<file path="src/hw/rtl/dit_pkg.sv">
// Package for the disjoint interval tracker: result status codes, cell
// commands, update modes and the flag group each cell reports.
// No dependencies; used by dit_cell and disjoint_interval_tracker.
package dit_pkg;

  // Result status codes carried on the master-side tuser
  localparam logic [2:0] STATUS_ADDED   = 3'd0;
  localparam logic [2:0] STATUS_COVERED = 3'd1;
  localparam logic [2:0] STATUS_FULL    = 3'd2;
  localparam logic [2:0] STATUS_REPORT  = 3'd3;
  localparam logic [2:0] STATUS_EMPTY   = 3'd4;

  // Operation codes carried on the slave-side tuser
  localparam logic OP_ADD    = 1'b0;
  localparam logic OP_REPORT = 1'b1;

  // What every cell of the chain does in a cycle
  typedef enum logic [1:0] {
    CELL_HOLD,
    CELL_CMP,
    CELL_UPDATE,
    CELL_ROTATE
  } cell_op_e;

  // How the table changes when an added value is applied
  typedef enum logic [2:0] {
    UPD_NONE,
    UPD_HIGH,
    UPD_LOW,
    UPD_MERGE,
    UPD_INSERT
  } upd_mode_e;

  // Command broadcast from the controller to all cells
  typedef struct packed {
    cell_op_e  op;
    upd_mode_e mode;
  } cell_ctrl_t;

  // Flags each cell holds after a compare
  typedef struct packed {
    logic valid;
    logic lt;
    logic cov;
    logic below;
    logic above;
  } cell_flags_t;

  // Controller states, one-hot
  typedef enum logic [3:0] {
    ST_IDLE = 4'b0001,
    ST_UPD  = 4'b0010,
    ST_RPT  = 4'b0100,
    ST_SPARE = 4'b1000
  } state_e;

endpackage

</file>
<file path="src/hw/rtl/dit_cell.sv">
// One cell of the interval chain: holds one interval, compares it with a
// broadcast value and takes data from its neighbours on update or rotate.
// Depends on dit_pkg.
module dit_cell #(
  parameter int VALUE_BITS = 16
) (
  input  logic                    clk_i,
  input  logic                    rst_ni,
  input  dit_pkg::cell_ctrl_t     ctrl_i,
  input  logic [VALUE_BITS-1:0]   value_i,
  // Neighbour below (lower index)
  input  logic                    prev_valid_i,
  input  logic                    prev_lt_i,
  input  logic [VALUE_BITS-1:0]   prev_lo_i,
  input  logic [VALUE_BITS-1:0]   prev_hi_i,
  // Neighbour above (higher index)
  input  logic                    next_valid_i,
  input  logic [VALUE_BITS-1:0]   next_lo_i,
  input  logic [VALUE_BITS-1:0]   next_hi_i,
  // Head of the chain, used when rotating
  input  logic [VALUE_BITS-1:0]   head_lo_i,
  input  logic [VALUE_BITS-1:0]   head_hi_i,
  output dit_pkg::cell_flags_t    flags_o,
  output logic [VALUE_BITS-1:0]   lo_o,
  output logic [VALUE_BITS-1:0]   hi_o
);
  import dit_pkg::*;

  logic                  valid_q, valid_d;
  logic [VALUE_BITS-1:0] lo_q, lo_d;
  logic [VALUE_BITS-1:0] hi_q, hi_d;
  logic                  lt_q, lt_d;
  logic                  cov_q, cov_d;
  logic                  below_q, below_d;
  logic                  above_q, above_d;

  // Comparisons of the held interval against the broadcast value
  always_comb begin
    lt_d    = lt_q;
    cov_d   = cov_q;
    below_d = below_q;
    above_d = above_q;
    if (ctrl_i.op == CELL_CMP) begin
      lt_d    = valid_q && (lo_q < value_i);
      cov_d   = valid_q && (lo_q <= value_i) && (value_i <= hi_q);
      below_d = valid_q && (({1'b0, hi_q} + 1'b1) == {1'b0, value_i});
      above_d = valid_q && ({1'b0, lo_q} == ({1'b0, value_i} + 1'b1));
    end
  end

  // Interval update, either from an add or from one step of a report
  always_comb begin
    valid_d = valid_q;
    lo_d    = lo_q;
    hi_d    = hi_q;
    case (ctrl_i.op)
      CELL_UPDATE: begin
        case (ctrl_i.mode)
          UPD_HIGH: begin
            if (below_q) begin
              hi_d = value_i;
            end
          end
          UPD_LOW: begin
            if (above_q) begin
              lo_d = value_i;
            end
          end
          UPD_MERGE: begin
            // The lower interval absorbs the upper one; the rest move down.
            if (below_q) begin
              hi_d = next_hi_i;
            end else if (valid_q && !lt_q) begin
              valid_d = next_valid_i;
              lo_d    = next_lo_i;
              hi_d    = next_hi_i;
            end
          end
          UPD_INSERT: begin
            // Intervals above the new value move up by one place.
            if (prev_valid_i && !prev_lt_i) begin
              valid_d = 1'b1;
              lo_d    = prev_lo_i;
              hi_d    = prev_hi_i;
            end else if (!lt_q && prev_lt_i) begin
              valid_d = 1'b1;
              lo_d    = value_i;
              hi_d    = value_i;
            end
          end
          default: begin
          end
        endcase
      end
      CELL_ROTATE: begin
        // The chain rotates down; the last valid cell takes the head.
        if (next_valid_i) begin
          lo_d = next_lo_i;
          hi_d = next_hi_i;
        end else if (valid_q) begin
          lo_d = head_lo_i;
          hi_d = head_hi_i;
        end
      end
      default: begin
      end
    endcase
  end

  always_ff @(posedge clk_i or negedge rst_ni) begin
    if (!rst_ni) begin
      valid_q <= 1'b0;
      lo_q    <= '0;
      hi_q    <= '0;
      lt_q    <= 1'b0;
      cov_q   <= 1'b0;
      below_q <= 1'b0;
      above_q <= 1'b0;
    end else begin
      valid_q <= valid_d;
      lo_q    <= lo_d;
      hi_q    <= hi_d;
      lt_q    <= lt_d;
      cov_q   <= cov_d;
      below_q <= below_d;
      above_q <= above_d;
    end
  end

  assign flags_o.valid = valid_q;
  assign flags_o.lt    = lt_q;
  assign flags_o.cov   = cov_q;
  assign flags_o.below = below_q;
  assign flags_o.above = above_q;
  assign lo_o          = lo_q;
  assign hi_o          = hi_q;

endmodule

</file>
<file path="config.mk">
export PLATFORM = sky130hd
export DESIGN_NAME = dit_cell
export DESIGN_NICKNAME = d
export VERILOG_FILES = /design/src/hw/rtl/dit_pkg.sv /design/src/hw/rtl/dit_cell.sv
export SDC_FILE = /design/constraint.sdc
export NUM_CORES = 1
export LEC_CHECK = 0
export BUFFER_PORTS_ARGS = -buffer_cell sky130_fd_sc_hd__buf_2
export CAP_MARGIN = 5
export CORE_MARGIN = 10
export CORE_UTILIZATION = 40
export CTS_BUF_LIST = sky130_fd_sc_hd__clkbuf_4
export DETAILED_ROUTE_END_ITERATION = 8
export GPL_TIMING_DRIVEN = 0
export PLACE_DENSITY = 0.73
export SYNTH_ARGS = -nofsm -noshare
export SYNTH_HDL_FRONTEND = slang
export SYNTH_SLANG_ARGS = --single-unit
export TNS_END_PERCENT = 20
</file>
<file path="constraint.sdc">
create_clock -name clk_i -period 2 [get_ports clk_i]
set_input_delay 0.2 -clock clk_i [delete_from_list [all_inputs] [get_ports clk_i]]
set_output_delay 0.2 -clock clk_i [all_outputs]
set_load 0.005 [all_outputs]
</file>
==> results <==
- The run finished, with violations left.
- The final reports fail on negative setup slack.
- The routed design has 19.7 mm of wire.
- STA classifies the critical path endpoint as a flip-flop.
- In this run the worst path has a maximum fanout of 3.
- The DRC violations left is 0.
- In the routed layout, each cell is associated on average with a via count of a little under 6.
- The number of nets in the finished design is 938.
- After detailed routing, the met2 layer carries slightly below 9 mm of wire.
- The Yosys step of the flow raised 0 warnings.
- The clock tree synthesis step divided the H-tree into 2 levels.
- The total power density per cell area is 648 nW/um^2.
- Summing the areas of all xor and xnor instances in the mapped netlist gives around 7.6% of the synthesized area.
- The cell taking the most area after synthesis is sky130_fd_sc_hd__dfrtp_1.
- The layout overhead on the synthesized area is 26.8%.
- The analysis attributes to cell leakage a power of 2.81 nW.
- The multiplexer fraction of the synthesized cell area is 7.86%.
- Once placement finished, the instance area stood at 5590 um^2.
- The total area inside the core boundary comes to about 11,000 um^2.
- The synthesized area per cell is 7.63 um^2.
- The count of flip-flops with a built-in enable after synthesis is 0.
- The total of endpoints with negative setup slack in the final report is 2.
- The compound-cell area share of the yosys netlist is 28.6%.
- The die is about 130 um tall.
- CTS placed an instance of sky130_fd_sc_hd__clkbuf_4 at the clock tree root.
- The critical path data required time is 2310 ps.
- The share of synthesized area occupied by flip-flops and latches is 20.0%.
- After floorplanning, the core was divided into 39 placement rows.
- By area the synthesized netlist is led by sky130_fd_sc_hd__dfrtp_1 (20%), sky130_fd_sc_hd__a21oi_1 (10%), sky130_fd_sc_hd__ha_1 (9.2%).
- The netlist uses 62 different library cells.
- The floorplan step set the die width to between 100 and 150 um.
- The area of the die is 16,300 um^2.
- The largest single stage delay on the critical path is 480 ps.
- TritonCTS built the clock tree.
- The area fraction in and, or, nand and nor cells after synthesis is 18.0%.
- The first-pass GRT wire length is 30.1 mm.
- The clock skew is 13.4 ps.
- The post-CTS clock slew at the launch and capture registers of the worst setup and hold paths is roughly 140 ps.
- Routability-driven placement finished with a final weighted congestion of approximately 0.95.
- Total power for the finished layout comes to 0.00380 W.
- The hold violation count in the final report was 0.
- For this run, the detailed router's first-pass iteration total came to 5.
- Global routing consumed, over all layers together, 22.9% of the routing resources.
- Across the run, the number of max-cap violations was 0.
- The initial antenna violation count was 1.
- The transition at the pin with the smallest max-transition slack is just under 1000 ps.
- The count of final max-slew check failures is 0.
- Detailed placement finished with a half-perimeter wire length of 15.8 mm.
- For this configuration, the core starts out at a cell density of 40.7%.
- The dominant combinational cell family by area after synthesis is compound AO/OA/AOI/OAI gates.
- The critical path goes through ha_4, xor2_1, nor3_1, o2111ai_1, a211oi_2, o2111ai_1, nor4_2, a32o_1.
- The critical path launch point type is a flip-flop.
- The summed area of non-filler cells in the final layout is 5870 um^2.
- Measured on the finished design, the core utilization comes to 51.6%.
- The routed metal-1 wire length is 8.16 mm.
- The master of the slowest instance on the critical path is sky130_fd_sc_hd__dfrtp_2.
- The count of fill cells added during filler insertion is 1,154.
- The worst setup path is of the flip-flop to flip-flop kind.
- In this run the top signal layer used is met4.
- The total overflow left after global routing is 0.
- Data on the critical path arrives at its endpoint at roughly 2400 ps.
- The adder and majority cell fraction of the synthesized area is 9.19%.
- The tightest slew margin relative to the limit is between 30% and 40%.
- Setup repair after global routing could not meet its margin everywhere.
- The area share of the largest cell type after synthesis is 20.0%.
- The combined area of all synthesized cells is around 4600 um^2.
- The cell seen most often among critical-path stages is sky130_fd_sc_hd__o2111ai_1.
- The number of routed nets with antenna violations is 0.
- Among all flip-flop cells after synthesis, the most frequent one is sky130_fd_sc_hd__dfrtp_1.
- The quantity of I/O buffers inserted on ports is 157.
- The final critical-path required period is 2060 ps.
- The maximum resistive drop on vdd is 0.293 mV.
- The TritonCTS sink count is 37.
- After detailed routing, the met3 layer carries a little over 2 mm of wire.
- After technology mapping, the gate count stands at 607.
- The async set or reset register ratio after synthesis is 100%.
- The number of buffers between clock root and the deepest sink is 2.
- The via count of the first global-routing pass is 5,517.
- The number of buffers created by CTS is 5.
- The worst min-delay path class is primary input to flip-flop.
- The number of ports placed on the die boundary is 159.
- In the final routed layout, each cell accounts on average for 21.2 um.
- The synthesized net count is approximately 760.
- The share of final-layout standard cells stronger than drive strength 1 is 30.5%.
- Counting flops and latches in the post-synthesis netlist gives 37.
- Entering global routing, the biggest net connects 38 pins.
- The number of vias in the routed layout is 5,507.
- Based on the critical path, the design can be clocked at up to 484 MHz.
- The final clock period utilization by the worst path is 103%.
- The starting DRC count in detailed routing is 594.
- Across all setup checks in the final design, the least slack found is -64.9 ps.
- The latest clock arrival within the worst-skew pair is around 370 ps.
[cell usage after synthesis (14+ instances only)]
cell type                  instances
sky130_fd_sc_hd__a21o_1           25
sky130_fd_sc_hd__a21oi_1          94
sky130_fd_sc_hd__a221oi_1         18
sky130_fd_sc_hd__a22oi_1          18
sky130_fd_sc_hd__clkbuf_1         24
sky130_fd_sc_hd__dfrtp_1          37
sky130_fd_sc_hd__ha_1             34
sky130_fd_sc_hd__inv_1            30
sky130_fd_sc_hd__mux2i_1          33
sky130_fd_sc_hd__nand2_1          81
sky130_fd_sc_hd__nand4_1          14
sky130_fd_sc_hd__nor2_1           19
sky130_fd_sc_hd__o21ai_0          29
sky130_fd_sc_hd__xnor2_1          31
[cell families after synthesis]
logic type / count (synthesis)
AO/OA/AOI/OAI: 212
AND/OR/NAND/NOR: 168
buffers and inverters: 80
XOR/XNOR: 40
flip-flops: 37
multiplexers: 36
adder cells (fa/ha/maj): 34
[registers in the layout (all words and copies together) (netlist names)]
signal and cells:
hi_o 16, lo_o 16, above_q 1, below_q 1, cov_q 1, lt_q 1, valid_q 1
[final timing paths]
path	from	to	slack, ps	cells after the start
setup / recovery	hi_o[0]	below_q	-60	8
hold / removal	head_hi_i[2]	hi_o[2]	270	5
setup reg to reg	hi_o[0]	below_q	-60	8
hold reg to reg	lo_o[0]	lo_o[0]	530	1
max in group asynchronous	rst_ni	lo_o[13]	870	2
min in group asynchronous	rst_ni	hi_o[6]	480	2
[where the power goes]
part	total, W	leakage, nW	switching, W	internal [W]
Sequential	0.00118	0.447	0.000254	0.000921
Clock	0.000573	0.0414	0.000308	0.000265
Combinational	0.00206	2.32	0.00111	0.000946
Total	0.00380	2.81	0.00167	0.00213
[worst max-delay path: cells and delay by family (launching register included)]
family / cells / cell delay [ps]
adders and majority gates: 1 / 250
xor gates and xnor gates: 1 / 140
and+or+nand+nor: 2 / 420
AOI/OAI and AO/OA: 4 / 730
DFF: 1 / 480
[what timing repair did]
action | 4_1_cts | 5_1_grt
hold buffers | 1 | 0
setup buffers | 8 | 2
pin swaps | 1 | 2
endpoints found under the hold margin | 30 | 0
setup endpoints to repair | 27 | 32
gates resized for setup | 19 | 22
[stage by stage]
stage	TNS [ps]	hold slack [ps]	setup slack, ps	instances
after CTS	-81.5	265	-56.4	924
final	-78.1	271	-64.9	927
after global placement	-3130	381	-263	907
after floorplan	0	-95.6	147	607
after global routing	-324	309	-133	927
after detailed placement	-2390	388	-255	907
[final cells by class]
cell class | count | area [um^2] | area share, %
diodes | 1 | 2.50 | 0.0426
plain buffers | 47 | 289 | 4.92
clock buffers | 5 | 37.5 | 0.640
clock inverters | 3 | 46.3 | 0.789
inverters | 33 | 130 | 2.22
multi-input cells | 490 | 3370 | 57.5
flip-flops and latches | 37 | 940 | 16.0
well taps | 143 | 179 | 3.05
repair buffers | 168 | 871 | 14.8
[layout by cell type, fill, tap and decap left out, types with 6 or more instances in the layout]
master / instances
sky130_fd_sc_hd__inv_1: 28
sky130_fd_sc_hd__buf_4: 18
sky130_fd_sc_hd__a21oi_1: 92
sky130_fd_sc_hd__nor3_1: 8
sky130_fd_sc_hd__dfrtp_1: 26
sky130_fd_sc_hd__a22oi_1: 18
sky130_fd_sc_hd__clkbuf_1: 19
sky130_fd_sc_hd__o21ai_0: 28
sky130_fd_sc_hd__a21o_1: 25
sky130_fd_sc_hd__a221oi_1: 16
sky130_fd_sc_hd__dfrtp_2: 11
sky130_fd_sc_hd__nand3_1: 9
sky130_fd_sc_hd__xnor2_1: 31
sky130_fd_sc_hd__buf_2: 160
sky130_fd_sc_hd__clkbuf_4: 6
sky130_fd_sc_hd__nand2_1: 81
sky130_fd_sc_hd__mux2i_1: 33
sky130_fd_sc_hd__nor2_1: 17
sky130_fd_sc_hd__ha_1: 33
sky130_fd_sc_hd__nand4_1: 14
sky130_fd_sc_hd__xor2_1: 9
[routing by layer]
metal  vias to the layer above  GRT usage, %
met4                         0          9.40
met1                      2521          30.3
met3                        62          4.09
met5                         -             0
li1                       2559             -
met2                       365          35.9
(Power assumes the default switching activity.)
